**src/design/top_p_token_sampler_defines.svh**
```systemverilog
// ----------------------------------------------------------------------------
// Assertion macros for the nucleus token sampler
// Concurrent checks that vanish when SYNTHESIS is defined.
// ----------------------------------------------------------------------------
`ifndef TOP_P_TOKEN_SAMPLER_DEFINES_SVH
`define TOP_P_TOKEN_SAMPLER_DEFINES_SVH

`ifndef SYNTHESIS
// Check a property on every rising edge outside reset.
`define TPS_ASSERT(lbl, prop) \
    lbl: assert property (@(posedge clk) disable iff (!rst_n) prop) \
        else $error("tps assertion failed");
// Check that a condition never holds.
`define TPS_NEVER(lbl, cond) `TPS_ASSERT(lbl, !(cond))
`else
`define TPS_ASSERT(lbl, prop)
`define TPS_NEVER(lbl, cond)
`endif

`endif

```
**src/design/tps_pkg.sv**
```systemverilog
// ----------------------------------------------------------------------------
// Nucleus token sampler package
// Widths, constants, shared types and helper functions.
// ----------------------------------------------------------------------------
package tps_pkg;

    localparam int VOCAB_SIZE = 65536;
    localparam int IW         = $clog2(VOCAB_SIZE);
    localparam int CW         = $clog2(VOCAB_SIZE + 1);
    localparam int TOKEN_W    = 16;
    localparam int LOGIT_W    = 32;
    localparam int TEMP_W     = 16;
    localparam int TOPP_W     = 17;
    localparam int SEED_W     = 64;
    localparam int CFG_IDX_W  = 2;
    localparam int W_W        = 33;
    localparam int P_W        = 25;
    localparam int SUM_W      = 32 + CW;
    localparam int CUM_W      = 26;
    localparam int TGT_W      = 24 + CUM_W;
    localparam int Y_W        = 23;
    localparam int WARM_W     = 4;
    localparam int QDEPTH     = 2;
    localparam int DIV_W      = 64;
    localparam int DIV_CNT_W  = $clog2(DIV_W + 1);

    localparam logic [16:0]         LOG2E_Q16  = 17'd94548;
    localparam logic [63:0]         POW2_STEP  = 64'd4283353946;
    localparam logic [63:0]         SEED_MASK  = 64'hdeadbeefcafe1234;
    localparam logic [63:0]         RNG_RESET  = 64'h853c49e6748fea9b;
    localparam logic [TEMP_W-1:0]   TEMP_RESET = 16'd256;
    localparam logic [TOPP_W-1:0]   TOPP_ONE   = 17'd65536;
    localparam logic [WARM_W-1:0]   WARM_ROUNDS = 4'd8;

    typedef enum logic [CFG_IDX_W-1:0] {
        CFG_TEMPERATURE = 2'd0,
        CFG_TOP_P       = 2'd1,
        CFG_RNG_SEED    = 2'd2
    } cfg_idx_t;

    typedef enum logic [3:0] {
        ST_LOAD,
        ST_EXP_RD,
        ST_EXP_DIV,
        ST_EXP_WAIT,
        ST_EXP_W,
        ST_NORM_RD,
        ST_NORM_DIV,
        ST_NORM_WAIT,
        ST_SEL_SCAN,
        ST_SEL_COMMIT,
        ST_SAMP_RNG,
        ST_SAMP_MUL,
        ST_SAMP_RD,
        ST_SAMP_CHK,
        ST_EMIT
    } state_t;

    typedef struct packed {
        logic signed [LOGIT_W-1:0] logit;
        logic [IW-1:0]             idx;
        logic                      store;
        logic                      last;
        logic [CW-1:0]             n;
        logic signed [LOGIT_W-1:0] mx;
        logic [IW-1:0]             amax;
    } q_entry_t;

    typedef struct packed {
        logic              start;
        logic [DIV_W-1:0]  dividend;
        logic [DIV_W-1:0]  divisor;
    } div_req_t;

    typedef struct packed {
        logic              done;
        logic [DIV_W-1:0]  quotient;
    } div_rsp_t;

    typedef struct packed {
        logic [IW-1:0]  idx;
        logic [P_W-1:0] p;
    } order_ent_t;

    typedef logic [255:0][W_W-1:0] pow2_tab_t;

    function automatic logic [63:0] xs_round(input logic [63:0] s);
        logic [63:0] t;
        t = s ^ (s << 13);
        t = t ^ (t >> 7);
        t = t ^ (t << 17);
        return t;
    endfunction

    // 2^(-j/256) in Q1.32, built at elaboration
    function automatic pow2_tab_t build_pow2();
        pow2_tab_t   t;
        logic [63:0] v;
        v    = 64'h1_0000_0000;
        t[0] = v[W_W-1:0];
        for (int j = 0; j < 255; j++)
        begin
            v        = (v * POW2_STEP + 64'h8000_0000) >> 32;
            t[j + 1] = v[W_W-1:0];
        end
        return t;
    endfunction

    localparam pow2_tab_t POW2_TAB = build_pow2();

endpackage

```
**src/design/tps_div.sv**
```systemverilog
// ----------------------------------------------------------------------------
// Sampler divider
// Restoring unsigned divider, one quotient bit per cycle.
// ----------------------------------------------------------------------------
module tps_div (
    input  logic              clk,
    input  logic              rst_n,
    input  tps_pkg::div_req_t req,
    output tps_pkg::div_rsp_t rsp
);

    logic [tps_pkg::DIV_CNT_W-1:0] cnt_reg;
    logic                          done_reg;
    logic [tps_pkg::DIV_W-1:0]     rem_reg;
    logic [tps_pkg::DIV_W-1:0]     rem_next;
    logic [tps_pkg::DIV_W-1:0]     num_reg;
    logic [tps_pkg::DIV_W-1:0]     den_reg;
    logic [tps_pkg::DIV_W:0]       trial;
    logic                          qbit;

    always_comb
    begin
        trial    = {rem_reg, num_reg[tps_pkg::DIV_W-1]};
        qbit     = trial >= {1'b0, den_reg};
        rem_next = qbit ? tps_pkg::DIV_W'(trial - {1'b0, den_reg})
                        : trial[tps_pkg::DIV_W-1:0];
        rsp.done     = done_reg;
        rsp.quotient = num_reg;
    end

    always_ff @(posedge clk or negedge rst_n)
    begin
        if (!rst_n)
        begin
            cnt_reg  <= '0;
            done_reg <= 1'b0;
        end
        else
        begin
            done_reg <= 1'b0;
            if (req.start)
            begin
                cnt_reg <= tps_pkg::DIV_CNT_W'(tps_pkg::DIV_W);
            end
            else if (cnt_reg != '0)
            begin
                cnt_reg  <= cnt_reg - tps_pkg::DIV_CNT_W'(1);
                done_reg <= cnt_reg == tps_pkg::DIV_CNT_W'(1);
            end
        end
    end

    // shift quotient bits into the dividend register as it empties
    always_ff @(posedge clk)
    begin
        if (req.start)
        begin
            rem_reg <= '0;
            num_reg <= req.dividend;
            den_reg <= req.divisor;
        end
        else if (cnt_reg != '0)
        begin
            rem_reg <= rem_next;
            num_reg <= {num_reg[tps_pkg::DIV_W-2:0], qbit};
        end
    end

endmodule

```
**config.mk**
```make
export PLATFORM = sky130hd
export DESIGN_NAME = tps_div
export DESIGN_NICKNAME = d
export VERILOG_FILES = /design/src/design/top_p_token_sampler_defines.svh /design/src/design/tps_pkg.sv /design/src/design/tps_div.sv
export SDC_FILE = /design/constraint.sdc
export NUM_CORES = 1
export LEC_CHECK = 0
export BUFFER_PORTS_ARGS = -buffer_cell sky130_fd_sc_hd__buf_2
export CAP_MARGIN = 20
export CORE_MARGIN = 2
export CORE_UTILIZATION = 40
export CTS_BUF_LIST = sky130_fd_sc_hd__clkbuf_8
export DETAILED_ROUTE_END_ITERATION = 16
export GPL_TIMING_DRIVEN = 0
export MAX_ROUTING_LAYER = met4
export PLACE_DENSITY = 0.56
export SYNTH_ARGS = -nofsm -noshare
export SYNTH_HDL_FRONTEND = slang
export SYNTH_SLANG_ARGS = --single-unit
```
**constraint.sdc**
```tcl
create_clock -name clk -period 3.5 [get_ports clk]
set_input_delay 0.35 -clock clk [delete_from_list [all_inputs] [get_ports clk]]
set_output_delay 0.35 -clock clk [all_outputs]
set_load 0.005 [all_outputs]
```
==> flow_summary.toml <==
[routing]
vias_per_cell = 5.30
drc = 0
postRouteAntennaNets = 0
via_count = 10150
wl_um = 33600
first_pass_iters = 5
drt_iter0_drc = 590
wl_per_cell_um = 17.5

[synth]
synth_cell_types = 72
syn_avg_cell_area_um2 = 9.67
synth_edf_count = 128
synth_area_mm2 = 0.0119
synth_fp_nets = 1423
synthArstFlopShare_pct = 4.00
synth_top_area_share_pct = 32.4
yosys.area.top_type = "edfxtp_1"
ys_ff_latch = 200
synthesis.instances = 1225
yosys_warnings = 0
ys.flop_type = "edfxtp_1"
seq_area_frac_synth_pct = 44.9
synth_area_leaders = "edfxtp_1 (32%), dfxtp_1 (11%), ha_1 (7.0%)"

[job]
max_cap_viol_count = 0

[power]
p_sw_share_pct = 44.1
power.switching_mw = 4.80
p_seq_share_pct = 32.3
p_total_mw = 10.9
leakagePower_nw = 6.35
p_per_area_mw_per_mm2 = 736
clockPowerShare_pct = 14.7
intPower_mw = 6.08
pwr-share-comb_pct = 53.0
peakVddDrop_v = 0.000265

[setup_path]
crit_fanout = 4
critPathLaunchType = "flip-flop"
critPathArrivalTime_ps = 3780
worstPathRequired_ps = 3920
critical_path_class = "reg -> reg"
endpoint_kind = "flip-flop"

[die]
rows = 63
die_area_mm2 = 0.0310
io_pins = 196
design.core.area_mm2 = 0.0294
die_w_um = 176
start_util_pct = 40.3
die_y_um = 176

[finish]
final_cells = 1916
nFillCells = 2793
nNetsFinal = 1710
areaGrowthSynthToFinish_pct = 24.7
drive_above_1_share_pct = 24.3

[timing]
worstMarginPinSlew_ps = 886
slew_headroom_pct = 40.7
finClkSkew_ps = 22.0
slew_violations = 0
min_period_over_period_pct = 96.0
rsz0062_at_grt = "yes"
setup_viol = 0
finalHoldViolations = 0
period_needed_ps = 3360
max_freq_mhz = 298
fin_tns_setup_ps = 0
hold-worst-slack_ps = 126

[hold_path]
min_path_type = "in -> reg"

[placed_design]
dp.cells = 1811
place.gp.congestion = 0.910
post-dp-hpwl_um = 24900
portBuffers = 195

[clocking]
cts.htree.levels = 4
clockBufferDepth = 2
cts_root_buf = "clkbuf_8"
cts_tree = "yes"
clock_latency_ps = 520
clock_sinks = 200
cts_buffers = 17
clk_pin_slew_ps = 120

[run_status]
status = "finished clean"

[global_route]
grt_max_degree = 66
grt_pass1_vias = 10196
grt_overflow_total = 0
grt_usage_pct = 22.6
antenna_found_initial = 1
grt_pass1_wl_um = 53400
final timing paths:
check | startpoint | to | slack [ps] | cells after the start
worst min register to register | cnt_reg[6] | cnt_reg[6] | 490 | 1
worst max-delay path | den_reg[3] | rem_reg[63] | 140 | 12
min in group asynchronous | rst_n | cnt_reg[0] | 210 | 2
worst min-delay path | req[94] | num_reg[30] | 130 | 2
worst max register to register | den_reg[3] | rem_reg[63] | 140 | 12
max in group asynchronous | rst_n | cnt_reg[1] | 3120 | 2
cells by family (layout without fill, tap and decap cells):
| group | count (synthesis) | count (layout) | synth area share, % |
|---|---|---|---|
| xor+xnor | 54 | 54 | 3.99 |
| mux | 69 | 69 | 6.54 |
| simple gates | 376 | 376 | 14.1 |
| fa+ha+maj | 67 | 67 | 7.14 |
| compound gates | 319 | 319 | 18.6 |
| buf+inv | 140 | 440 | 4.69 |
| other cells | 0 | 1 | 0 |
| flops | 200 | 200 | 44.9 |
what timing repair did:
action | CTS | global route
hold endpoints to repair | 72 | 0
pin swaps | 3 | 11
endpoints found under the setup margin | 104 | 65
hold buffers | 65 | 0
cloned | 0 | 0
resized for setup | 25 | 61
setup buffers | 7 | 2
power by group through the flow:
stage / combinational [mW] / clock (mW) / sequential [mW]
detailed placement: 5.23 / 0 / 3.55
CTS: 5.48 / 1.65 / 3.51
global route: 6.39 / 1.72 / 3.58
global placement: 5.20 / 0 / 3.55
finish: 5.77 / 1.60 / 3.51
floorplan: 3.78 / 0 / 3.47
synth_stat cells, drive strengths merged (4+ instances only):
library cell / n
nor3: 24
inv: 78
a31oi: 10
nand4: 19
nor4: 6
o211ai: 5
dfxtp: 64
nand3: 23
a311oi: 38
nand2: 139
o21a: 4
mux2: 67
a211oi: 18
nor2: 118
clkbuf: 47
o21ai: 63
and2: 8
buf: 15
a21oi: 82
a21o: 37
xnor2: 28
dfrtp: 8
o21bai: 16
nor2b: 8
and3: 9
ha: 66
xor2: 26
a22oi: 7
nand2b: 8
edfxtp: 128
or3: 8
layout make-up:
class / instances / area (µm²) / share of cell area, %
plain buffers: 60 / 304 / 2.06
diodes: 1 / 2.50 / 0.0169
multi-input cells: 885 / 6210 / 42.0
flip-flops and latches: 200 / 5330 / 36.0
repair buffers: 270 / 1720 / 11.7
inverters: 78 / 293 / 1.98
clock buffers: 17 / 234 / 1.58
clock inverters: 15 / 196 / 1.33
well taps: 390 / 488 / 3.30
per-stage QoR:
step	worst slack [ps]	area [µm²]	utilization, %
after floorplan	488	11900	-
after global placement	-1540	13300	45.3
after detailed placement	-463	13300	45.4
after CTS	17.6	14600	49.5
after global routing	-19.3	14800	50.2
final	139	14800	50.2
per-layer routing:
| metal | track usage, % | part of all wire, % | vias to the layer above |
|---|---|---|---|
| met3 | 3.75 | 4.9 | 39 |
| met5 | - | 0 | - |
| met1 | 29.4 | 47 | 4786 |
| met2 | 35.8 | 46 | 280 |
| met4 | 7.54 | 2.4 | 0 |
| li1 | - | - | 5045 |
cell usage in the layout, fill, tap and decap left out, types with 8 or more instances in the layout:
cell	instances
buf_2	199
nand2_1	138
edfxtp_1	128
nor2_1	115
a21oi_1	78
inv_1	77
mux2_2	67
ha_1	66
dlygate4sd3_1	65
dfxtp_1	64
o21ai_0	50
clkbuf_1	40
a21o_1	37
a311oi_1	29
xnor2_1	28
xor2_1	26
nand3_1	23
nor3_1	23
nand4_1	19
clkbuf_8	17
o21bai_1	16
buf_4	16
a211oi_1	15
and3_1	9
a311oi_2	9
nor2b_1	8
o21ai_1	8
nand2b_1	8
dfrtp_1	8
critical path, cell delays in order (launching register included):
cell and delay [ps]:
edfxtp_1 370, inv_1 90, ha_1 280, and2_4 210
a221oi_4 360, a21boi_2 120, o311a_1 370, o2111a_1 300
o2111ai_2 230, a21oi_2 100, o21ai_1 200, mux2_2 370
a221oi_2 260
Note: power is estimated with default switching activity, not from simulation.
