## src/design/top_p_token_sampler_defines.svh

```systemverilog
// ----------------------------------------------------------------------------
// Assertion macros for the nucleus token sampler
// Concurrent checks that vanish when SYNTHESIS is defined.
// ----------------------------------------------------------------------------
`ifndef TOP_P_TOKEN_SAMPLER_DEFINES_SVH
`define TOP_P_TOKEN_SAMPLER_DEFINES_SVH

`ifndef SYNTHESIS
// Check a property on every rising edge outside reset.
`define TPS_ASSERT(lbl, prop) \
    lbl: assert property (@(posedge clk) disable iff (!rst_n) prop) \
        else $error("tps assertion failed");
// Check that a condition never holds.
`define TPS_NEVER(lbl, cond) `TPS_ASSERT(lbl, !(cond))
`else
`define TPS_ASSERT(lbl, prop)
`define TPS_NEVER(lbl, cond)
`endif

`endif

```

## src/design/tps_pkg.sv

```systemverilog
// ----------------------------------------------------------------------------
// Nucleus token sampler package
// Widths, constants, shared types and helper functions.
// ----------------------------------------------------------------------------
package tps_pkg;

    localparam int VOCAB_SIZE = 65536;
    localparam int IW         = $clog2(VOCAB_SIZE);
    localparam int CW         = $clog2(VOCAB_SIZE + 1);
    localparam int TOKEN_W    = 16;
    localparam int LOGIT_W    = 32;
    localparam int TEMP_W     = 16;
    localparam int TOPP_W     = 17;
    localparam int SEED_W     = 64;
    localparam int CFG_IDX_W  = 2;
    localparam int W_W        = 33;
    localparam int P_W        = 25;
    localparam int SUM_W      = 32 + CW;
    localparam int CUM_W      = 26;
    localparam int TGT_W      = 24 + CUM_W;
    localparam int Y_W        = 23;
    localparam int WARM_W     = 4;
    localparam int QDEPTH     = 2;
    localparam int DIV_W      = 64;
    localparam int DIV_CNT_W  = $clog2(DIV_W + 1);

    localparam logic [16:0]         LOG2E_Q16  = 17'd94548;
    localparam logic [63:0]         POW2_STEP  = 64'd4283353946;
    localparam logic [63:0]         SEED_MASK  = 64'hdeadbeefcafe1234;
    localparam logic [63:0]         RNG_RESET  = 64'h853c49e6748fea9b;
    localparam logic [TEMP_W-1:0]   TEMP_RESET = 16'd256;
    localparam logic [TOPP_W-1:0]   TOPP_ONE   = 17'd65536;
    localparam logic [WARM_W-1:0]   WARM_ROUNDS = 4'd8;

    typedef enum logic [CFG_IDX_W-1:0] {
        CFG_TEMPERATURE = 2'd0,
        CFG_TOP_P       = 2'd1,
        CFG_RNG_SEED    = 2'd2
    } cfg_idx_t;

    typedef enum logic [3:0] {
        ST_LOAD,
        ST_EXP_RD,
        ST_EXP_DIV,
        ST_EXP_WAIT,
        ST_EXP_W,
        ST_NORM_RD,
        ST_NORM_DIV,
        ST_NORM_WAIT,
        ST_SEL_SCAN,
        ST_SEL_COMMIT,
        ST_SAMP_RNG,
        ST_SAMP_MUL,
        ST_SAMP_RD,
        ST_SAMP_CHK,
        ST_EMIT
    } state_t;

    typedef struct packed {
        logic signed [LOGIT_W-1:0] logit;
        logic [IW-1:0]             idx;
        logic                      store;
        logic                      last;
        logic [CW-1:0]             n;
        logic signed [LOGIT_W-1:0] mx;
        logic [IW-1:0]             amax;
    } q_entry_t;

    typedef struct packed {
        logic              start;
        logic [DIV_W-1:0]  dividend;
        logic [DIV_W-1:0]  divisor;
    } div_req_t;

    typedef struct packed {
        logic              done;
        logic [DIV_W-1:0]  quotient;
    } div_rsp_t;

    typedef struct packed {
        logic [IW-1:0]  idx;
        logic [P_W-1:0] p;
    } order_ent_t;

    typedef logic [255:0][W_W-1:0] pow2_tab_t;

    function automatic logic [63:0] xs_round(input logic [63:0] s);
        logic [63:0] t;
        t = s ^ (s << 13);
        t = t ^ (t >> 7);
        t = t ^ (t << 17);
        return t;
    endfunction

    // 2^(-j/256) in Q1.32, built at elaboration
    function automatic pow2_tab_t build_pow2();
        pow2_tab_t   t;
        logic [63:0] v;
        v    = 64'h1_0000_0000;
        t[0] = v[W_W-1:0];
        for (int j = 0; j < 255; j++)
        begin
            v        = (v * POW2_STEP + 64'h8000_0000) >> 32;
            t[j + 1] = v[W_W-1:0];
        end
        return t;
    endfunction

    localparam pow2_tab_t POW2_TAB = build_pow2();

endpackage

```

## src/design/tps_logit_if.sv

```systemverilog
// ----------------------------------------------------------------------------
// Logit stream interface
// One logit per transaction, with a flag on the final one.
// ----------------------------------------------------------------------------
interface tps_logit_if;
    logic                               valid;
    logic                               ready;
    logic signed [tps_pkg::LOGIT_W-1:0] logit;
    logic                               last_logit;

    modport source (output valid, output logit, output last_logit, input ready);
    modport sink   (input valid, input logit, input last_logit, output ready);
endinterface

```

## src/design/tps_front.sv

```systemverilog
// ----------------------------------------------------------------------------
// Sampler front end
// Accept logits, number them, track the running maximum, feed the queue.
// ----------------------------------------------------------------------------
module tps_front (
    input  logic              clk,
    input  logic              rst_n,
    tps_logit_if.sink         logits,
    output logic              push,
    output tps_pkg::q_entry_t entry,
    input  logic              full
);

    logic [tps_pkg::CW-1:0]              cnt_reg;
    logic [tps_pkg::CW-1:0]              cnt_next;
    logic signed [tps_pkg::LOGIT_W-1:0]  max_reg;
    logic signed [tps_pkg::LOGIT_W-1:0]  max_next;
    logic [tps_pkg::IW-1:0]              amax_reg;
    logic [tps_pkg::IW-1:0]              amax_next;
    logic                                store;
    logic                                new_max;
    logic [tps_pkg::CW-1:0]              n_now;

    always_comb
    begin
        logits.ready = !full;
        push         = logits.valid && !full;
        store        = cnt_reg < tps_pkg::CW'(tps_pkg::VOCAB_SIZE);
        new_max      = store && ((cnt_reg == '0) || (logits.logit > max_reg));
        max_next     = new_max ? logits.logit : max_reg;
        amax_next    = new_max ? cnt_reg[tps_pkg::IW-1:0] : amax_reg;
        n_now        = store ? cnt_reg + tps_pkg::CW'(1) : cnt_reg;
        cnt_next     = logits.last_logit ? '0 : n_now;

        entry.logit  = logits.logit;
        entry.idx    = cnt_reg[tps_pkg::IW-1:0];
        entry.store  = store;
        entry.last   = logits.last_logit;
        entry.n      = n_now;
        entry.mx     = max_next;
        entry.amax   = amax_next;
    end

    always_ff @(posedge clk or negedge rst_n)
    begin
        if (!rst_n)
        begin
            cnt_reg <= '0;
        end
        else if (push)
        begin
            cnt_reg <= cnt_next;
        end
    end

    // hold the running maximum; a zero count overrides it
    always_ff @(posedge clk)
    begin
        if (push)
        begin
            max_reg  <= max_next;
            amax_reg <= amax_next;
        end
    end

endmodule

```

## src/flat_wrapper.sv

```systemverilog
// flat-port wrapper written by rule: the top's interface ports become plain ports
module tps_front_flat 
  (clk, rst_n, push, entry, full, logits_valid, logits_logit, logits_last_logit, logits_ready);
  tps_logit_if logits_i ();
  input  logic clk;
  input  logic rst_n;
  output logic push;
  output tps_pkg::q_entry_t entry;
  input  logic full;
  input wire logic [$bits(logits_i.valid)-1:0] logits_valid;
  input wire logic [$bits(logits_i.logit)-1:0] logits_logit;
  input wire logic [$bits(logits_i.last_logit)-1:0] logits_last_logit;
  output wire logic [$bits(logits_i.ready)-1:0] logits_ready;
  assign logits_i.valid = logits_valid;
  assign logits_i.logit = logits_logit;
  assign logits_i.last_logit = logits_last_logit;
  assign logits_ready = logits_i.ready;
  tps_front u_core (.clk(clk), .rst_n(rst_n), .logits(logits_i), .push(push), .entry(entry), .full(full));
endmodule
```

## config.mk

```make
export PLATFORM = sky130hd
export DESIGN_NAME = tps_front_flat
export DESIGN_NICKNAME = d
export VERILOG_FILES = /design/src/design/top_p_token_sampler_defines.svh /design/src/design/tps_pkg.sv /design/src/design/tps_logit_if.sv /design/src/design/tps_front.sv /design/src/flat_wrapper.sv
export SDC_FILE = /design/constraint.sdc
export NUM_CORES = 1
export LEC_CHECK = 0
export BUFFER_PORTS_ARGS = -buffer_cell sky130_fd_sc_hd__buf_2
export CORE_UTILIZATION = 55
export CTS_CLUSTER_DIAMETER = 30
export DETAILED_ROUTE_END_ITERATION = 8
export GPL_ROUTABILITY_DRIVEN = 0
export GPL_TIMING_DRIVEN = 0
export PLACE_DENSITY = 0.86
export SLEW_MARGIN = 20
export SYNTH_ARGS = -nofsm -noshare
export SYNTH_HDL_FRONTEND = slang
export SYNTH_SLANG_ARGS = --single-unit
```

## constraint.sdc

```tcl
create_clock -name clk -period 3.86 [get_ports clk]
set_input_delay 0.386 -clock clk [delete_from_list [all_inputs] [get_ports clk]]
set_output_delay 0.386 -clock clk [all_outputs]
set_load 0.005 [all_outputs]
```

==> results of run 1 <==
-- final timing paths --
path | cells after the start | to | slack [ps] | from
max | 11 | entry[12] | 420 | u_core.max_reg[11]
min | 3 | u_core.cnt_reg[3] | 360 | logits_last_logit
max reg2reg | 10 | u_core.max_reg[28] | 1050 | u_core.max_reg[31]
min reg2reg | 1 | u_core.cnt_reg[15] | 550 | u_core.cnt_reg[15]
max in group asynchronous | 2 | u_core.cnt_reg[15] | 3060 | rst_n
min in group asynchronous | 2 | u_core.cnt_reg[7] | 510 | rst_n
-- synth_stat cells (8+ instances only) --
| library cell | instances | area (um2) |
|---|---|---|
| nor2_1 | 16 | 60.1 |
| xor2_1 | 8 | 70.1 |
| nand2_1 | 38 | 143 |
| buf_4 | 50 | 375 |
| edfxtp_1 | 48 | 1440 |
| dfrtp_1 | 17 | 425 |
| ha_1 | 34 | 425 |
| a21oi_1 | 16 | 80.1 |
| mux2i_1 | 14 | 140 |
| nand4_1 | 10 | 62.6 |
| clkbuf_1 | 10 | 37.5 |
| inv_1 | 52 | 195 |
| mux2_4 | 30 | 450 |
| o21ai_0 | 21 | 105 |
-- worst min-delay path, delay by kind of cell --
family	cells	cell delay [ps]
simple gates	2	150
buf+inv	1	100
-- layout make-up --
| class | count | area (um2) | share of cell area |
|---|---|---|---|
| multi-input cells | 246 | 2020 | 0.358 |
| flip-flops and latches | 65 | 1870 | 0.331 |
| repair buffers | 155 | 796 | 0.141 |
| plain buffers | 64 | 458 | 0.0811 |
| inverters | 52 | 195 | 0.0346 |
| clock buffers | 13 | 169 | 0.0299 |
| well taps | 102 | 128 | 0.0226 |
| clock inverters | 3 | 13.8 | 0.00244 |
-- cell families after synthesis --
family,share of synthesized area
AOI/OAI and AO/OA,0.0766
adders and majority gates,0.0937
xor gates and xnor gates,0.0290
and+or+nand+nor,0.103
muxes,0.143
buffers and inverters,0.144
DFF,0.411
-- power by group through the flow --
| stage | Clock (mW) | Combinational [mW] | Sequential [mW] |
|---|---|---|---|
| final | 0.534 | 0.703 | 0.854 |
| after floorplan | 0 | 0.459 | 0.860 |
| after detailed placement | 0 | 0.706 | 0.869 |
| after CTS | 0.543 | 0.712 | 0.854 |
| after global routing | 0.575 | 0.769 | 0.860 |
| after global placement | 0 | 0.679 | 0.866 |
-- metal layers --
layer / routed length, um / vias to the layer above / track usage
met5: 0 / - / 0
met4: 98 / 0 / 0.0731
met3: 628 / 8 / 0.0493
met2: 5240 / 152 / 0.422
met1: 4380 / 1737 / 0.319
li1: - / 1766 / -
==> metrics.txt, run 1 <==
status=finished, final reports clean; placed cell count=683; TritonCTS clock tree=done; buffer count from post-CTS setup fixing=0; Die X=92.8 um; crit-path cells=inv_1 > ha_1 > a21oi_1 > o21ai_0 > a2111oi_0 > a21o_1 > a21oi_1 > o21bai_2 > buf_6 > mux2i_1 > buf_2; Final #Nets=664; CTS buffer count=9; DRT iter0 DRCs=181; max reg flops=32; measured slew at the worst slew-check pin=520 ps; clock buffer depth=2; Worst Skew=8.10 ps; fmax=0.291 GHz; Syn Nets=498; FP Rows=32; layout cells sized above 1=0.440; WP data arrival=3050 ps; drt drc=0; I/O Pins=154; Setup crit start kind=flip-flop; Design Area, Final=5640 um2; max-slew violations=0; Via Count=3,663; cts repair resizes=0; antenna cells=0; Final Util=0.719; Pwr Density=371 nW/um2; Top delay family on crit path=compound AO/OA/AOI/OAI gates; Routed WL=10,300 um; Starting Density=0.578; Pleak=2.92 nW; Worst VDD drop=245 uV; placed instance area=5450 um2; Die Y-Extent=92.8 um; vias per inst=5.23; hpwl dp=7970 um; hold_ws=358 ps; Slew HR=0.653; port bufs=153; All-Layer GR Usage=0.248; Post-Syn Instances=427; final antenna-violating net count=0; synth unique cells=44; Worst Setup Path Type=flip-flop to output pin; Core Footprint=7850 um2; clk_lat worst skew=330 ps; register share of total power=0.408; critical path peak fanout=10; Final setup viols=0; Die Area=8620 um2; Max Cap Viol=0; DR pass1 iterations=4; critical path's most frequent cell=a21oi_1; Comb pwr share=0.336; ys flop type=edfxtp_1; hold buffer count at CTS=1; worst setup margin=422 ps; Synth-to-Final Area Change=24.4%; overall power=2.09 mW; Finished Layout Cells=700; buffers and inverters on the worst path=3; first-pass GRT wire length=16,800 um; vias in the first global route=3,534; GRT Residual Overflow=0; htree depth=3; EDFF count, synth=48; switching part of the total=0.295; initial antenna violation count=0; wire length per cell=14.8 um; switching pwr=0.617 mW; CTS root buf=clkbuf_8; syn_area_per_cell=10.6 um2; final setup TNS=0 ps; minimum clock period after layout=3440 ps; commonest non-fill, non-tap cell in the layout=buf_2; clock slew at reported path FFs=70 ps; dpl ws=610 ps; Req. time, crit path=3470 ps; final period utilization=0.891; largest net degree at the start of global routing=32; mapped cell area=4540 um2; cell-internal power=1.48 mW; filler cell count=572; RSZ-0062 raised after global routing=false; worst hold path type=input pin to flip-flop; YS warnings=0; Yosys reg bits=65; most frequent cells in the layout=buf_2 (153), inv_1 (51), buf_4 (50); Crit. End Element=output pin; critical path's largest stage delay=490 ps; Final Hold Viols=0; slowest stage cell, crit path=a2111oi_0; Seq/Total Area, Yosys=0.411; clk sinks=65; Post-synth ARST share=0.262; Clock power frac=0.255
(Power assumes the default switching activity.)
==> run 2: changes to the inputs <==
--- a/config.mk
+++ b/config.mk
@@ -11,7 +11,7 @@
 export DETAILED_ROUTE_END_ITERATION = 8
 export GPL_ROUTABILITY_DRIVEN = 0
 export GPL_TIMING_DRIVEN = 0
-export PLACE_DENSITY = 0.86
+export PLACE_DENSITY_LB_ADDON = 0.1
 export SLEW_MARGIN = 20
 export SYNTH_ARGS = -nofsm -noshare
 export SYNTH_HDL_FRONTEND = slang
==> metrics.txt, run 2 (synthesis results as in run 1) <==
status=finished, final reports clean; Crit. End Element=output pin; cell-internal power=1.55 mW; max reg flops=32; crit path from=u_core.max_reg[31]; Worst Setup Path Type=flip-flop to output pin; final antenna-violating net count=0; drt drc=0; fmax=0.287 GHz; initial antenna violation count=0; FP Rows=32; critical path's largest stage delay=580 ps; Top delay family on crit path=simple AND/OR/NAND/NOR gates; clock buffer depth=2; overall power=2.20 mW; critical path peak fanout=10; Pleak=2.93 nW; final period utilization=0.902; register share of total power=0.388; Core Footprint=7850 um2; port bufs=153; crit-path cells=inv_1 > ha_1 > nand4_1 > or4_4 > a21oi_1 > o31ai_1 > a21oi_1 > o21bai_2 > buf_6 > mux2i_1 > buf_2; switching pwr=0.644 mW; WP data arrival=3100 ps; Synth-to-Final Area Change=25.2%; filler cell count=613; clk_lat worst skew=340 ps; most frequent cells in the layout=buf_2 (153), inv_1 (51), buf_4 (50); htree depth=3; largest net degree at the start of global routing=32; clock slew at reported path FFs=80 ps; Pwr Density=387 nW/um2; FF-to-FF Start=u_core.max_reg[31]; minimum clock period after layout=3480 ps; Final Hold Viols=0; Max Cap Viol=0; Die Area=8620 um2; Clock power frac=0.295; first-pass GRT wire length=16,300 um; final setup TNS=0 ps; Die Y-Extent=92.8 um; I/O Pins=154; All-Layer GR Usage=0.243; critical path's most frequent cell=a21oi_1; DR pass1 iterations=4; GRT Residual Overflow=0; Final setup viols=0; worst hold path type=input pin to flip-flop; vias in the first global route=3,509; max-slew violations=0; vias per inst=5.09; slowest stage cell, crit path=or4_4; Via Count=3,565; wire length per cell=14.4 um; hpwl dp=7560 um; Die X=92.8 um; DRT iter0 DRCs=111; Worst VDD drop=278 uV; startpoint of the worst hold path=logits_last_logit; Setup crit start kind=flip-flop; Starting Density=0.578; Comb pwr share=0.318; antenna cells=0; RSZ-0062 raised after global routing=false; Req. time, crit path=3470 ps; measured slew at the worst slew-check pin=540 ps; dpl ws=607 ps; commonest non-fill, non-tap cell in the layout=buf_2; clk sinks=65; layout cells sized above 1=0.443; worst setup margin=377 ps; buffers and inverters on the worst path=3; CTS root buf=clkbuf_8; TritonCTS clock tree=done; CTS buffer count=9; Worst Skew=7.97 ps; Slew HR=0.640; switching part of the total=0.293; Routed WL=10,100 um; Final #Nets=664
==> run 2: cell types whose count changed in the layout (fill, tap and decap cells not counted) <==
cell        before  now
clkinv_4         0    2
clkbuf_8        12    9
clkinvlp_4       0    1
bufinv_16        0    2
clkbuf_1        11   10
clkinv_1         1    0
==> run 2: power by group through the flow <==
| stage | Combinational, mW | Sequential, mW | Clock (mW) |
|---|---|---|---|
| CTS | 0.707 | 0.853 | 0.655 |
| detailed placement | 0.700 | 0.867 | 0 |
| global route | 0.767 | 0.860 | 0.679 |
| floorplan | 0.459 | 0.860 | 0 |
| global placement | 0.680 | 0.866 | 0 |
| finish | 0.699 | 0.853 | 0.648 |
==> run 2: path summary, 6_finish.rpt <==
kind / end / slack (ps) / cells after the start
max: entry[10] / 380 / 11
min: u_core.cnt_reg[3] / 340 / 3
max reg2reg: u_core.max_reg[6] / 1000 / 10
min reg2reg: u_core.cnt_reg[15] / 570 / 1
max in group asynchronous: u_core.cnt_reg[0] / 3070 / 2
min in group asynchronous: u_core.cnt_reg[10] / 500 / 2
==> run 2: final cells by class <==
class,instances,area [um2],share of cell area
clock inverters,7,95.1,0.0167
clock buffers,9,124,0.0218
well taps,102,128,0.0225
inverters,52,195,0.0344
plain buffers,64,458,0.0806
repair buffers,155,796,0.140
multi-input cells,246,2020,0.355
flip-flops and latches,65,1870,0.329
==> run 2: timing repair <==
action                    4_1_cts  5_1_grt
hold buffers                    1        0
resized for setup               0        0
buffers inserted                0        0
hold endpoints to repair       17        0
==> run 2: per-layer routing <==
layer / part of all wire / up-vias / routed length [um] / GRT usage
met2: 0.49 / 121 / 4910 / 0.400
li1: - / 1764 / - / -
met4: 0.018 / 0 / 180 / 0.0987
met1: 0.44 / 1666 / 4470 / 0.318
met5: 0 / - / 0 / 0
met3: 0.055 / 14 / 559 / 0.0419
==> run 2: worst min-delay path, cell delays in order <==
cell and delay [ps]:
buf_2 110, or4_1 110, nand2_1 40
==> run 2: stage by stage <==
step,hold slack [ps],utilization,area [um2],cells
2_1_floorplan,90.4,-,4540,427
3_3_place_gp,333,0.692,5430,682
3_5_place_dp,336,0.695,5450,683
4_1_cts,329,0.724,5680,700
5_1_grt,352,0.724,5680,700
6_report,341,0.724,5680,700
==> run 3: changes to the inputs <==
--- a/config.mk
+++ b/config.mk
@@ -6,7 +6,9 @@
 export NUM_CORES = 1
 export LEC_CHECK = 0
 export BUFFER_PORTS_ARGS = -buffer_cell sky130_fd_sc_hd__buf_2
-export CORE_UTILIZATION = 55
+export CELL_PAD_IN_SITES_DETAIL_PLACEMENT = 0
+export CELL_PAD_IN_SITES_GLOBAL_PLACEMENT = 2
+export CORE_UTILIZATION = 34
 export CTS_CLUSTER_DIAMETER = 30
 export DETAILED_ROUTE_END_ITERATION = 8
 export GPL_ROUTABILITY_DRIVEN = 0
==> metrics.txt, run 3 (synthesis results as in run 1) <==
status=complete, but fails checks; failing checks=hold timing; wire length per cell=14.2 um; initial antenna violation count=0; Die Area=13,800 um2; fmax=0.288 GHz; Final setup viols=0; crit path from=u_core.max_reg[31]; DRT iter0 DRCs=134; port bufs=153; Setup crit start kind=flip-flop; Starting Density=0.354; vias in the first global route=3,411; Synth-to-Final Area Change=27.7%; Crit. End Element=output pin; CTS root buf=clkbuf_16; measured slew at the worst slew-check pin=675 ps; most frequent cells in the layout=buf_2 (153), inv_1 (51), buf_4 (50); clock slew at reported path FFs=60 ps; Via Count=3,482; first-pass GRT wire length=17,700 um; final antenna-violating net count=0; hold buffer count at CTS=0; GRT Residual Overflow=0; Core Footprint=12,800 um2; layout cells sized above 1=0.443; Routed WL=10,900 um; final setup TNS=0 ps; htree depth=3; Max Cap Viol=0; antenna cells=0; I/O Pins=154; vias per inst=4.53; clk_lat worst skew=340 ps; Die Y-Extent=118 um; max reg flops=32; Pwr Density=398 nW/um2; hold_ws=-1.24 ps; Worst R2R Setup Slack=980 ps; Slew HR=0.550; worst-case reg-to-reg path depth=10; Final Util=0.452; FP Rows=41; Worst Setup Path Type=flip-flop to output pin; max-slew violations=0; RSZ-0062 raised after global routing=false; FF-to-FF Start=u_core.max_reg[31]; WP data arrival=3090 ps; Final #Nets=662; critical path peak fanout=10; Req. time, crit path=3470 ps; All-Layer GR Usage=0.166; commonest non-fill, non-tap cell in the layout=buf_2; hpwl dp=8150 um; Worst Skew=9.05 ps; DR pass1 iterations=4; Final Hold Viols=3; cts repair resizes=0; CTS buffer count=9; clk sinks=65; Pleak=2.95 nW; largest net degree at the start of global routing=53; buffer count from post-CTS setup fixing=0; CP endpoint=entry[23]; Die X=118 um; Worst VDD drop=175 uV; clock buffer depth=2; worst hold path type=input pin to async pin; minimum clock period after layout=3480 ps; final period utilization=0.900; TritonCTS clock tree=done; drt drc=0; R2R Path End=u_core.max_reg[7]
run 3: worst max-delay path: stages, from the launching register on:
cell and delay [ps]:
edfxtp_1 340, inv_1 50, ha_1 360, nand4_1 160
or4_4 580, a21oi_1 170, o31ai_1 140, nand4b_2 140
nand3_4 160, buf_6 210, mux2_4 320, buf_2 130
run 3: worst min-delay path by stage:
stage	startpoint	end	slack (ps)	depth (start not counted)
floorplan	rst_n	u_core.cnt_reg[0]	90	0
global placement	rst_n	u_core.cnt_reg[8]	360	1
detailed placement	rst_n	u_core.cnt_reg[6]	370	1
CTS	rst_n	u_core.cnt_reg[9]	0.6	1
global route	rst_n	u_core.cnt_reg[6]	20	1
finish	rst_n	u_core.cnt_reg[14]	-1	1
run 3: layer usage:
layer	up-vias	share of wire	track usage	routed length, um
met3	8	0.050	0.0325	543
met2	101	0.45	0.247	4890
met4	0	0.014	0.0769	153
li1	1767	-	-	-
met5	-	0	0	0
met1	1606	0.49	0.232	5300
run 3: power breakdown:
group / internal [mW] / total, mW / leakage [nW] / switching [mW]
logic: 0.362 / 0.697 / 2.12 / 0.335
registers: 0.828 / 0.854 / 0.690 / 0.0264
clock network: 0.447 / 0.752 / 0.142 / 0.305
run 3: through the flow:
stage | total power, mW | cells | setup WS (ps) | cell area (um2)
final | 2.30 | 768 | 385 | 5790
after global routing | 2.44 | 768 | 170 | 5790
after CTS | 2.35 | 768 | 362 | 5790
after detailed placement | 1.58 | 752 | 583 | 5520
after global placement | 1.57 | 752 | 591 | 5520
after floorplan | 1.32 | 427 | 1150 | 4540
run 3: area by class of cell:
type | instances | area [um2]
Buffer | 64 | 458
Clock buffer | 10 | 239
Clock inverter | 6 | 33.8
Fill cell | 1259 | 7030
Inverter | 52 | 198
Multi-Input combinational cell | 246 | 2020
Sequential cell | 65 | 1870
Tap cell | 172 | 215
Timing Repair Buffer | 153 | 766
