## src/design/top_p_token_sampler_defines.svh

```systemverilog
// ----------------------------------------------------------------------------
// Assertion macros for the nucleus token sampler
// Concurrent checks that vanish when SYNTHESIS is defined.
// ----------------------------------------------------------------------------
`ifndef TOP_P_TOKEN_SAMPLER_DEFINES_SVH
`define TOP_P_TOKEN_SAMPLER_DEFINES_SVH

`ifndef SYNTHESIS
// Check a property on every rising edge outside reset.
`define TPS_ASSERT(lbl, prop) \
    lbl: assert property (@(posedge clk) disable iff (!rst_n) prop) \
        else $error("tps assertion failed");
// Check that a condition never holds.
`define TPS_NEVER(lbl, cond) `TPS_ASSERT(lbl, !(cond))
`else
`define TPS_ASSERT(lbl, prop)
`define TPS_NEVER(lbl, cond)
`endif

`endif

```

## src/design/tps_pkg.sv

```systemverilog
// ----------------------------------------------------------------------------
// Nucleus token sampler package
// Widths, constants, shared types and helper functions.
// ----------------------------------------------------------------------------
package tps_pkg;

    localparam int VOCAB_SIZE = 65536;
    localparam int IW         = $clog2(VOCAB_SIZE);
    localparam int CW         = $clog2(VOCAB_SIZE + 1);
    localparam int TOKEN_W    = 16;
    localparam int LOGIT_W    = 32;
    localparam int TEMP_W     = 16;
    localparam int TOPP_W     = 17;
    localparam int SEED_W     = 64;
    localparam int CFG_IDX_W  = 2;
    localparam int W_W        = 33;
    localparam int P_W        = 25;
    localparam int SUM_W      = 32 + CW;
    localparam int CUM_W      = 26;
    localparam int TGT_W      = 24 + CUM_W;
    localparam int Y_W        = 23;
    localparam int WARM_W     = 4;
    localparam int QDEPTH     = 2;
    localparam int DIV_W      = 64;
    localparam int DIV_CNT_W  = $clog2(DIV_W + 1);

    localparam logic [16:0]         LOG2E_Q16  = 17'd94548;
    localparam logic [63:0]         POW2_STEP  = 64'd4283353946;
    localparam logic [63:0]         SEED_MASK  = 64'hdeadbeefcafe1234;
    localparam logic [63:0]         RNG_RESET  = 64'h853c49e6748fea9b;
    localparam logic [TEMP_W-1:0]   TEMP_RESET = 16'd256;
    localparam logic [TOPP_W-1:0]   TOPP_ONE   = 17'd65536;
    localparam logic [WARM_W-1:0]   WARM_ROUNDS = 4'd8;

    typedef enum logic [CFG_IDX_W-1:0] {
        CFG_TEMPERATURE = 2'd0,
        CFG_TOP_P       = 2'd1,
        CFG_RNG_SEED    = 2'd2
    } cfg_idx_t;

    typedef enum logic [3:0] {
        ST_LOAD,
        ST_EXP_RD,
        ST_EXP_DIV,
        ST_EXP_WAIT,
        ST_EXP_W,
        ST_NORM_RD,
        ST_NORM_DIV,
        ST_NORM_WAIT,
        ST_SEL_SCAN,
        ST_SEL_COMMIT,
        ST_SAMP_RNG,
        ST_SAMP_MUL,
        ST_SAMP_RD,
        ST_SAMP_CHK,
        ST_EMIT
    } state_t;

    typedef struct packed {
        logic signed [LOGIT_W-1:0] logit;
        logic [IW-1:0]             idx;
        logic                      store;
        logic                      last;
        logic [CW-1:0]             n;
        logic signed [LOGIT_W-1:0] mx;
        logic [IW-1:0]             amax;
    } q_entry_t;

    typedef struct packed {
        logic              start;
        logic [DIV_W-1:0]  dividend;
        logic [DIV_W-1:0]  divisor;
    } div_req_t;

    typedef struct packed {
        logic              done;
        logic [DIV_W-1:0]  quotient;
    } div_rsp_t;

    typedef struct packed {
        logic [IW-1:0]  idx;
        logic [P_W-1:0] p;
    } order_ent_t;

    typedef logic [255:0][W_W-1:0] pow2_tab_t;

    function automatic logic [63:0] xs_round(input logic [63:0] s);
        logic [63:0] t;
        t = s ^ (s << 13);
        t = t ^ (t >> 7);
        t = t ^ (t << 17);
        return t;
    endfunction

    // 2^(-j/256) in Q1.32, built at elaboration
    function automatic pow2_tab_t build_pow2();
        pow2_tab_t   t;
        logic [63:0] v;
        v    = 64'h1_0000_0000;
        t[0] = v[W_W-1:0];
        for (int j = 0; j < 255; j++)
        begin
            v        = (v * POW2_STEP + 64'h8000_0000) >> 32;
            t[j + 1] = v[W_W-1:0];
        end
        return t;
    endfunction

    localparam pow2_tab_t POW2_TAB = build_pow2();

endpackage

```

## src/design/tps_fifo.sv

```systemverilog
// ----------------------------------------------------------------------------
// Sampler item queue
// Short queue that decouples the front end from the back end.
// ----------------------------------------------------------------------------
`include "top_p_token_sampler_defines.svh"

module tps_fifo (
    input  logic              clk,
    input  logic              rst_n,
    input  logic              push,
    input  tps_pkg::q_entry_t wr_data,
    output logic              full,
    input  logic              pop,
    output tps_pkg::q_entry_t rd_data,
    output logic              empty
);

    localparam int PW = $clog2(tps_pkg::QDEPTH);
    localparam int NW = $clog2(tps_pkg::QDEPTH + 1);

    tps_pkg::q_entry_t slot_reg [tps_pkg::QDEPTH];
    logic [PW-1:0]     wr_ptr_reg;
    logic [PW-1:0]     rd_ptr_reg;
    logic [NW-1:0]     count_reg;

    function automatic logic [PW-1:0] ptr_inc(input logic [PW-1:0] p);
        return (p == PW'(tps_pkg::QDEPTH - 1)) ? '0 : p + PW'(1);
    endfunction

    assign full    = count_reg == NW'(tps_pkg::QDEPTH);
    assign empty   = count_reg == '0;
    assign rd_data = slot_reg[rd_ptr_reg];

    always_ff @(posedge clk or negedge rst_n)
    begin
        if (!rst_n)
        begin
            wr_ptr_reg <= '0;
            rd_ptr_reg <= '0;
            count_reg  <= '0;
        end
        else
        begin
            if (push)
            begin
                wr_ptr_reg <= ptr_inc(wr_ptr_reg);
            end
            if (pop)
            begin
                rd_ptr_reg <= ptr_inc(rd_ptr_reg);
            end
            if (push && !pop)
            begin
                count_reg <= count_reg + NW'(1);
            end
            else if (pop && !push)
            begin
                count_reg <= count_reg - NW'(1);
            end
        end
    end

    always_ff @(posedge clk)
    begin
        if (push)
        begin
            slot_reg[wr_ptr_reg] <= wr_data;
        end
    end

    `TPS_NEVER(a_push_full, push && full)
    `TPS_NEVER(a_pop_empty, pop && empty)

endmodule

```

## config.mk

```make
export PLATFORM = sky130hd
export DESIGN_NAME = tps_fifo
export DESIGN_NICKNAME = d
export VERILOG_FILES = /design/src/design/tps_pkg.sv /design/src/design/tps_fifo.sv
export VERILOG_INCLUDE_DIRS = /design/src /design/src/design
export SDC_FILE = /design/constraint.sdc
export NUM_CORES = 1
export LEC_CHECK = 0
export BUFFER_PORTS_ARGS = -buffer_cell sky130_fd_sc_hd__buf_2
export CORE_MARGIN = 2
export CORE_UTILIZATION = 40
export CTS_BUF_LIST = sky130_fd_sc_hd__clkbuf_8 sky130_fd_sc_hd__clkbuf_16
export DETAILED_ROUTE_END_ITERATION = 12
export GPL_TIMING_DRIVEN = 0
export PLACE_DENSITY = 0.68
export SETUP_SLACK_MARGIN = 0.4
export SLEW_MARGIN = 20
export SYNTH_ARGS = -nofsm -noshare
export SYNTH_HDL_FRONTEND = slang
export SYNTH_SLANG_ARGS = --single-unit
```

## constraint.sdc

```tcl
create_clock -name clk -period 14.8 [get_ports clk]
set_clock_uncertainty 0.15 [all_clocks]
set_input_delay 2.96 -clock clk [delete_from_list [all_inputs] [get_ports clk]]
set_output_delay 2.96 -clock clk [all_outputs]
set_load 0.01 [all_outputs]
```

==> results.md, run 1 <==
* Synth Warn # at 0
* Root Driver: clkbuf_16
* RSZ-0062 raised after global routing: false
* Mapped cell area at 8640 um2
* Post-Syn Nets at 494
* Layout Cells excl Fill at 934
* Hold Fails Final Rpt at 0
* Leakage at 4.33 nW
* Measured slew at the worst slew-check pin at 0.791 ns
* Post-Synthesis Cells at 374
* Placer Congestion at 0.716
* Core Rows at 53
* Pwr dens at 191 nW/um2
* TritonCTS clock tree: built
* Nets at 761
* Setup crit end kind: primary output
* CTS Sinks at 234
* Dpl hpwl at 11.3 mm
* WL/cell at 17.5 um
* Flop pwr share at 43.1%
* Clk pin slew, worst setup/hold paths at 0.06 ns
* Slew Limit Fails at 0
* Layout area overhead at 28.0%
* Gate power share at 30.5%
* Status: finished clean
* Detail Route Antenna Nets at 0
* Final setup vio count at 0
* Maximum VDD drop at 96.0 uV
* Starting Density at 41.0%
* Fill cell total of the finished layout at 1,726
* F_max at 203 MHz
* H-tree levels at 1
* First-pass GRT wire length at 23.8 mm
* Post-Place Cells at 890
* Synth Area per Inst at 23.1 um2
* Clock network fraction of design power at 26.4%
* Deepest clock path buffer count at 3
* Routed wire length at 16.3 mm
* Setup crit start kind: register
* Sw Ratio at 27.9%
* Total die area at 22,800 um2
* Max reg flops at 230
* Share of post-route cells with drive strength above 1 at 61.6%
* Largest fanout on the critical path at 10
* Die W at 151 um
* TritonCTS Buffers at 24
* Synth Register Bits at 234
* Fin crit share at 33.3%
* Unique masters post-synth at 13
* GRT Util Overall at 13.5%
* Worst hold path class: register to register
* IO Pins at 236
* Residual DRC at 0
* Max cap viols at 0
* Setup TNS at 0 ns
* Crit path kind: register to primary output
* Rel. slew slack at 47.2%
* Total gr overflow at 0
* WP data required at 11.69 ns
* # hold bufs at CTS at 0
* Vias in the first global route at 4,705
* Clk_lat worst skew at 0.50 ns
* 1st-pass router iterations at 6
* Chip Height at 151 um
* Post-CTS sizing at 0
* Routed vias/inst at 4.68
* DR iter-0 viols at 175
* Buffers on Ports at 235
* Worst Path Arrival at 1.82 ns
* Routed vias at 4,373
* Register area share after synthesis at 81.1%
* Core area at 21,100 um2
* Internal power at 0.00152 W
* Psw at 0.000588 W
* Crit path time final at 4.93 ns
* Initial antenna violation count at 2
* Largest net degree at the start of global routing at 52
* Postcts setup bufs at 0
==> layout by cell type, fill, tap and decap left out <==
cell type	instances
buf_12	3
edfxtp_1	230
xor2_1	4
nor2_1	2
and2_4	1
clkinv_1	1
inv_1	9
nor2b_4	1
mux2_2	75
nor2b_1	1
xnor2_1	1
clkbuf_16	25
buf_2	242
clkbuf_8	1
clkinv_2	6
ha_1	1
clkinvlp_4	1
buf_16	3
dfrtp_1	4
bufinv_16	1
diode_2	1
mux2_4	40
buf_6	6
==> worst max-delay path, cell delays in order, from the launching register on <==
cell and delay (ns):
dfrtp_1 0.34, buf_6 0.14, buf_6 0.18, buf_6 0.19, mux2_4 0.32, buf_2 0.14
==> routing by layer <==
metal / vias up / routed length, um / global-route usage (%) / part of all wire (%)
met3: 30 / 1430 / 4.55 / 8.8
met4: 2 / 305 / 4.16 / 1.9
met2: 161 / 8330 / 24.0 / 51
li1: 2028 / - / - / -
met5: - / 13 / 0 / 0.080
met1: 2152 / 6240 / 15.4 / 38
==> final cells by class <==
type                    instances  area, um2  share of cell area, %
clock inverters                17        101                  0.917
clock buffers                  26        639                   5.78
diodes                          1       2.50                 0.0226
plain buffers                  13        103                  0.928
flip-flops and latches        234       7010                   63.4
repair buffers                241       1320                   11.9
multi-input cells             126       1540                   13.9
well taps                     275        344                   3.11
inverters                       1       3.75                 0.0339
==> kinds of logic (layout without fill, tap and decap cells) <==
kind of cell | Yosys count | count (layout) | share of synthesized area (%)
adders and majority gates | 1 | 1 | 0.145
other | 0 | 1 | 0
xor gates and xnor gates | 5 | 5 | 0.507
DFF | 234 | 234 | 81.1
buffers and inverters | 14 | 298 | 1.23
and+or+nand+nor | 5 | 5 | 0.304
muxes | 115 | 115 | 16.7
==> per-stage QoR <==
step	power [W]	instance area, um2	hold WS [ns]	worst slack, ns	utilization (%)
6_report	0.00211	11100	0.364	9.87	52.4
5_1_grt	0.00221	11100	0.385	9.78	52.4
4_1_cts	0.00214	11100	0.372	9.81	52.4
3_5_place_dp	0.00158	10300	0.360	10.02	48.9
3_3_place_gp	0.00157	10200	0.319	3.47	48.2
2_1_floorplan	0.00134	8640	0.305	6.09	-
==> final timing paths <==
kind                              start                to  slack, ns  cells after the start
setup reg to reg             wr_ptr_reg  slot_reg[0][100]      12.74                      3
setup / recovery             rd_ptr_reg       rd_data[51]       9.87                      5
max in group asynchronous         rst_n      count_reg[0]      12.27                      1
min in group asynchronous         rst_n        rd_ptr_reg       2.11                      1
hold / removal             count_reg[1]      count_reg[1]       0.36                      1
hold reg to reg            count_reg[1]      count_reg[1]       0.36                      1
==> cell usage after synthesis <==
master | n | area [um2]
dfrtp_1 | 4 | 100
buf_6 | 6 | 67.6
mux2_2 | 75 | 845
and2_1 | 1 | 6.26
mux2_4 | 40 | 601
xnor2_1 | 1 | 8.76
nor2b_1 | 2 | 12.5
edfxtp_1 | 230 | 6910
nor2_1 | 2 | 7.51
xor2_1 | 4 | 35.0
inv_1 | 1 | 3.75
buf_2 | 7 | 35.0
ha_1 | 1 | 12.5
==> power groups by stage <==
stage | clock (W) | combinational [W] | sequential [W]
6_report | 0.000556 | 0.000644 | 0.000909
5_1_grt | 0.000597 | 0.000695 | 0.000919
3_5_place_dp | 0 | 0.000655 | 0.000924
3_3_place_gp | 0 | 0.000618 | 0.000949
4_1_cts | 0.000574 | 0.000659 | 0.000911
2_1_floorplan | 0 | 0.000409 | 0.000934
No activity file was read; power rests on OpenSTA's default activity.
==> run 2, diff against run 1 <==
Clock period 14.8 ns to 4.8 ns, I/O delays scaled along.
==> run 2 against run 1 <==
Total power increased to 3.1 times the previous value. Hold slack got worse by 0.26 ns. Via count decreased by 0.80%. Sequential share of layout area decreased by 0.16 points. Flip-flop and latch count unchanged. Non-clock buffer count increased by 1. Largest power group unchanged. Utilization increased by 0.13 points. First-iteration DRC count decreased by 8.6%. Die area unchanged.
==> results.md, run 2 (synthesis results as in run 1) <==
* Deepest clock path buffer count at 3 (unchanged)
* CTS Sinks at 234 (unchanged)
* RSZ-0062 raised after global routing: false (unchanged)
* Max reg flops at 230 (unchanged)
* Residual DRC at 0 (unchanged)
* WP data required at 3.69 ns (was 11.69 ns)
* Routed vias at 4,338 (was 4,373)
* Status: finished clean (unchanged)
* Crit path time final at 2.95 ns
* TritonCTS Buffers at 25 (was 24)
* Die W at 151 um (unchanged)
* Routed wire length at 16.1 mm (was 16.3 mm)
* Crit path kind: register to primary output (unchanged)
* Post-CTS sizing at 0 (unchanged)
* Pwr dens at 587 nW/um2 (was 191 nW/um2)
* H-tree levels at 1 (unchanged)
* Setup crit start kind: register (unchanged)
* TritonCTS clock tree: built (unchanged)
* Measured slew at the worst slew-check pin at 0.680 ns (was 0.791 ns)
* Final Worst Setup Slack at 1.85 ns (was 9.87 ns)
* Nets at 763 (was 761)
* Starting Density at 41.0% (unchanged)
* Layout area overhead at 28.3% (was 28.0%)
* Share of post-route cells with drive strength above 1 at 61.5% (was 61.6%)
* Final setup vio count at 0 (unchanged)
* Worst Path Arrival at 1.84 ns (was 1.82 ns)
* Max cap viols at 0 (unchanged)
* Detail Route Antenna Nets at 0 (unchanged)
* Hold Fails Final Rpt at 0 (unchanged)
* Post-Place Cells at 891 (was 890)
* Placer Congestion at 0.686 (was 0.716)
* Largest net degree at the start of global routing at 54 (was 52)
* Setup crit end kind: primary output (unchanged)
* F_max at 339 MHz
* Layout Cells excl Fill at 936 (was 934)
* Buffers on Ports at 235 (unchanged)
* 1st-pass router iterations at 4 (was 6)
* Clk pin slew, worst setup/hold paths at 0.06 ns (about the same)
* # hold bufs at CTS at 0 (unchanged)
* First-pass GRT wire length at 23.8 mm (about the same)
* Postcts setup bufs at 0 (unchanged)
* Root Driver: clkbuf_16 (unchanged)
* Worst hold path class: primary input to asynchronous set/reset pin (was register to register)
* Dpl hpwl at 11.4 mm (was 11.3 mm)
* Chip Height at 151 um (unchanged)
* Vias in the first global route at 4,694 (was 4,705)
* Rel. slew slack at 54.6% (was 47.2%)
* Most common cell after layout, fill and taps aside: buf_2 (unchanged)
* GRT Util Overall at 13.5% (about the same)
* IO Pins at 236 (unchanged)
* Slew Limit Fails at 0 (unchanged)
* Total gr overflow at 0 (unchanged)
* WL/cell at 17.2 um (was 17.5 um)
* Total die area at 22,800 um2 (unchanged)
* Core Rows at 53 (unchanged)
* Largest fanout on the critical path at 10 (unchanged)
* Fin crit share at 61.4%
* Initial antenna violation count at 2 (unchanged)
* Most frequent cells in the layout: buf_2, edfxtp_1, mux2_2, mux2_4, clkbuf_16 (unchanged)
* Leakage at 4.33 nW (about the same)
* DR iter-0 viols at 160 (was 175)
* Pre-CTS setup slack at 1.97 ns (was 10.02 ns)
* Clk_lat worst skew at 0.50 ns (about the same)
* Fin util at 52.6% (was 52.4%)
* Hold_ws at 0.100 ns (was 0.364 ns)
* Core area at 21,100 um2 (unchanged)
* Routed vias/inst at 4.63 (was 4.68)
* Maximum VDD drop at 333 uV (was 96.0 uV)
[run 2: cell types whose count changed in the layout (fill, tap and decap cells not counted), sizes merged]
cell    previous run  this run
clkbuf            26        25
clkinv             7        10
diode              1         2
buf              254       255
inv                9         7
[run 2: final timing paths]
kind / startpoint / depth (start not counted) / endpoint / slack, ns
hold reg to reg: count_reg[1] / 1 / count_reg[1] / 0.35
setup reg to reg: wr_ptr_reg / 4 / slot_reg[0][78] / 2.69
min in group clk: count_reg[1] / 1 / count_reg[1] / 0.35
hold / removal: rst_n / 1 / count_reg[1] / 0.10
setup / recovery: rd_ptr_reg / 5 / rd_data[52] / 1.85
max in group asynchronous: rst_n / 1 / count_reg[0] / 4.27
[run 2: critical path: stages, from the launching register on]
cell and delay [ns]:
dfrtp_1 0.34, buf_6 0.14, buf_6 0.19, buf_6 0.20, mux2_4 0.31, buf_2 0.14
[run 2: layout make-up]
type                    instances  area (um2)
repair buffers                242        1350
diodes                          2        5.00
inverters                       1        3.75
plain buffers                  13         103
clock buffers                  25         626
well taps                     275         344
fillers                      1715       10000
multi-input cells             126        1540
clock inverters                18         105
flip-flops and latches        234        7010
[run 2: layer usage]
layer / wire length (um) / track usage [%] / vias to the layer above
li1: - / - / 2015
met1: 5870 / 14.7 / 2111
met2: 8240 / 24.5 / 167
met3: 1550 / 4.94 / 43
met4: 432 / 4.58 / 2
met5: 7 / 0 / -
[run 2: power breakdown]
part,internal (W),switching [W],total (W)
logic,0.000995,0.00101,0.00200
clock network,0.000990,0.000710,0.00170
registers,0.00271,0.0000932,0.00280
[run 2: metrics by stage]
stage,TNS [ns],area [um2],total power [W]
floorplan,0,8650,0.00411
global placement,-98.55,10200,0.00479
detailed placement,0,10300,0.00489
CTS,0,11100,0.00662
global route,0,11100,0.00684
finish,0,11100,0.00650
==> run 3, diff against run 2 <==
Settings changed: ABC_AREA set to 1, PLACE_DENSITY 0.68 to 0.7.
Clock period 4.8 ns to 2.7 ns, I/O delays scaled along.
==> run 3 against run 2 <==
Total power increased by 98%. Via count increased by 4.7%. Register-to-register slack got worse by 1.9 ns. First-iteration DRC count increased by 3.1%. Die area increased by 0.23%. Global-route usage increased by 0.67 points. Critical endpoint is now rd_data[78]. Sequential power increased by 79%. Largest cell class unchanged.
==> results.md, run 3 <==
* Post-Synthesis Cells at 383 (was 374)
* Largest net degree at the start of global routing at 35 (was 54)
* Setup crit end kind: primary output (unchanged)
* Largest fanout on the critical path at 7 (was 10)
* First-pass GRT wire length at 25.1 mm (was 23.8 mm)
* Setup crit start kind: register (unchanged)
* Max reg flops at 230 (unchanged)
* Total gr overflow at 0 (unchanged)
* Worst Path Buf+Inv at 4 (unchanged)
* Buffers on Ports at 235 (unchanged)
* Hold Crit Endpoint: slot_reg[0][56]
* Crit-path leading delay family: buffers and inverters (unchanged)
* Layout area overhead at 38.6% (was 28.3%)
* Overall power at 0.0129 W (was 0.00650 W)
* GRT Util Overall at 14.2% (was 13.5%)
* Final setup vio count at 0 (unchanged)
* Worst hold path class: primary input to register (was primary input to asynchronous set/reset pin)
* Crit path kind: register to primary output (unchanged)
* Starting Density at 40.9% (was 41.0%)
* Reg2reg end: slot_reg[1][43] (was slot_reg[0][78])
* Max cap viols at 0 (unchanged)
* Most frequent cells in the layout: edfxtp_1, buf_2, buf_6, mux2_4, mux2_2 (was buf_2, edfxtp_1, mux2_2, mux2_4, clkbuf_16)
* WP data required at 2.01 ns (was 3.69 ns)
* Synth Area per Inst at 22.6 um2 (was 23.1 um2)
* Synth cell count leaders: edfxtp_1, mux2_2, mux2_4 (unchanged)
* RSZ-0062 raised after global routing: true (was false)
* Vias in the first global route at 4,774 (was 4,694)
* Hold_ws at 0.0699 ns (was 0.100 ns)
* IO Pins at 236 (unchanged)
* WL/cell at 18.0 um (was 17.2 um)
* Crit-path max cell delay at 0.38 ns (was 0.34 ns)
* R2R setup slack at 0.79 ns (was 2.69 ns)
* Clk pin slew, worst setup/hold paths at 0.06 ns (about the same)
* Register area share after synthesis at 80.9% (was 81.1%)
* Cell taking the most area after synthesis: edfxtp_1 (unchanged)
* EDFF count, synth at 230 (unchanged)
* Psw at 0.00354 W (was 0.00181 W)
* Clock network fraction of design power at 23.1% (was 26.2%)
* Die W at 151 um (about the same)
* Worst r2r src: wr_ptr_reg (unchanged)
* Chip Height at 151 um (about the same)
* Routed vias at 4,540 (was 4,338)
* CTS Sinks at 234 (unchanged)
* Clk_lat worst skew at 0.49 ns (was 0.50 ns)
* Worst Hold Depth at 1
* 1st-pass router iterations at 4 (unchanged)
* Internal power at 0.00936 W (was 0.00469 W)
* Pwr dens at 1070 nW/um2 (was 587 nW/um2)
* TritonCTS clock tree: built (unchanged)
* Core Rows at 53 (unchanged)
* Synth Register Bits at 234 (unchanged)
* Post-route cell area at 12,000 um2 (was 11,100 um2)
* Synth Warn # at 0 (unchanged)
* Setup TNS at 0 ns (unchanged)
* Gate power share at 38.1% (was 30.8%)
* Measured slew at the worst slew-check pin at 0.474 ns (was 0.680 ns)
* Deepest clock path buffer count at 3 (unchanged)
* Share of post-route cells with drive strength above 1 at 61.5% (about the same)
* Rel. slew slack at 68.4% (was 54.6%)
* Unique masters post-synth at 14 (was 13)
* Detail Route Antenna Nets at 0 (unchanged)
* Total die area at 22,800 um2 (about the same)
* Status: finished clean (unchanged)
* Maximum VDD drop at 518 uV (was 333 uV)
* Most common cell after layout, fill and taps aside: edfxtp_1 (was buf_2)
* Slew Limit Fails at 0 (unchanged)
* Leakage at 4.75 nW (was 4.33 nW)
* Core area at 21,200 um2 (was 21,100 um2)
* Hold Fails Final Rpt at 0 (unchanged)
* Top post-synthesis cells by area: edfxtp_1, mux2_2, mux2_4 (unchanged)
* Hold_sp: wr_data[56]
* Fin util at 56.7% (was 52.6%)
* Mapped cell area at 8660 um2 (was 8640 um2)
* Post-synth ARST share at 1.71% (unchanged)
* TritonCTS Buffers at 24 (was 25)
* Nets at 785 (was 763)
* Initial antenna violation count at 3 (was 2)
* Routed wire length at 17.3 mm (was 16.1 mm)
* H-tree levels at 1 (unchanged)
* Routed vias/inst at 4.73 (was 4.63)
* Placed cell area at 10,400 um2 (was 10,300 um2)
* Top_reg_cell synth: edfxtp_1 (unchanged)
* Post-synth top area share at 79.7% (was 79.9%)
* Crit-path cells: buf_8 > buf_12 > clkbuf_16 > mux2_4 > buf_6 (was buf_6 > buf_6 > buf_6 > mux2_4 > buf_2)
* Fin crit share at 91.2%
* Most frequent cell after synthesis: edfxtp_1 (unchanged)
* Crit path max-delay cell type: dfrtp_1 (unchanged)
* DR iter-0 viols at 165 (was 160)
* Crit path time final at 2.46 ns
* Reg2Reg Depth at 4 (unchanged)
* Sw Ratio at 27.4% (was 27.8%)
* Root Driver: clkbuf_16 (unchanged)
* Worst Path Arrival at 1.77 ns (was 1.84 ns)
* Placer Congestion at 0.802 (was 0.686)
* Residual DRC at 0 (unchanged)
* Post-Syn Nets at 503 (was 494)
* F_max at 406 MHz
* Flop pwr share at 38.8% (was 43.1%)
* Dpl hpwl at 11.6 mm (was 11.4 mm)
## run 3: what timing repair did
| action | 4_1_cts | 5_1_grt |
|---|---|---|
| gates resized for setup | 60 | 71 |
| hold buffers | 1 | 0 |
| endpoints found under the hold margin | 4 | 0 |
| gates cloned | 2 | 5 |
| setup buffers | 4 | 0 |
| setup endpoints to repair | 115 | 115 |
## run 3: worst max-delay path by stage
stage,start,end,slack (ns),depth (start not counted)
global placement,push,slot_reg[1][76],-1.21,3
finish,rd_ptr_reg,rd_data[78],0.24,5
CTS,rd_ptr_reg,rd_data[63],0.22,5
global route,rd_ptr_reg,rd_data[34],0.17,5
detailed placement,push,slot_reg[0][62],0.46,6
floorplan,push,slot_reg[0][0],-0.12,2
## run 3: cells by family (layout without fill, tap and decap cells)
group	after synthesis	count (layout)	share of synthesized area (%)
xor gates and xnor gates	3	3	0.303
other	0	2	0
DFF	234	234	80.9
adders and majority gates	1	1	0.144
muxes	115	115	16.7
buffers and inverters	20	320	1.49
and+or+nand+nor	10	10	0.477
## run 3: power groups by stage
stage | clock network (W) | logic (W) | registers (W)
floorplan | 0 | 0.00226 | 0.00505
global placement | 0 | 0.00341 | 0.00510
detailed placement | 0 | 0.00369 | 0.00507
CTS | 0.00307 | 0.00432 | 0.00500
global route | 0.00322 | 0.00523 | 0.00506
finish | 0.00298 | 0.00492 | 0.00500
## run 3: per-layer routing
metal	vias up	wire [um]	track usage, %
li1	2088	-	-
met1	2248	6430	16.4
met2	175	9080	25.5
met3	27	1400	4.82
met4	2	375	3.32
met5	-	13	0
## run 3: area by class of cell
class                   count  area, um2
multi-input cells         129       1620
fillers                  1571       9150
clock buffers              27        653
well taps                 275        344
diodes                      2       5.00
inverters                   7       42.5
plain buffers              13        228
flip-flops and latches    234       7010
repair buffers            256       2020
clock inverters            17       76.3
## run 3: per-stage QoR
| stage | setup WS (ns) | instances |
|---|---|---|
| finish | 0.238 | 960 |
| global route | 0.171 | 959 |
| CTS | 0.217 | 953 |
| detailed placement | 0.464 | 902 |
| global placement | -1.21 | 893 |
| floorplan | -0.121 | 383 |
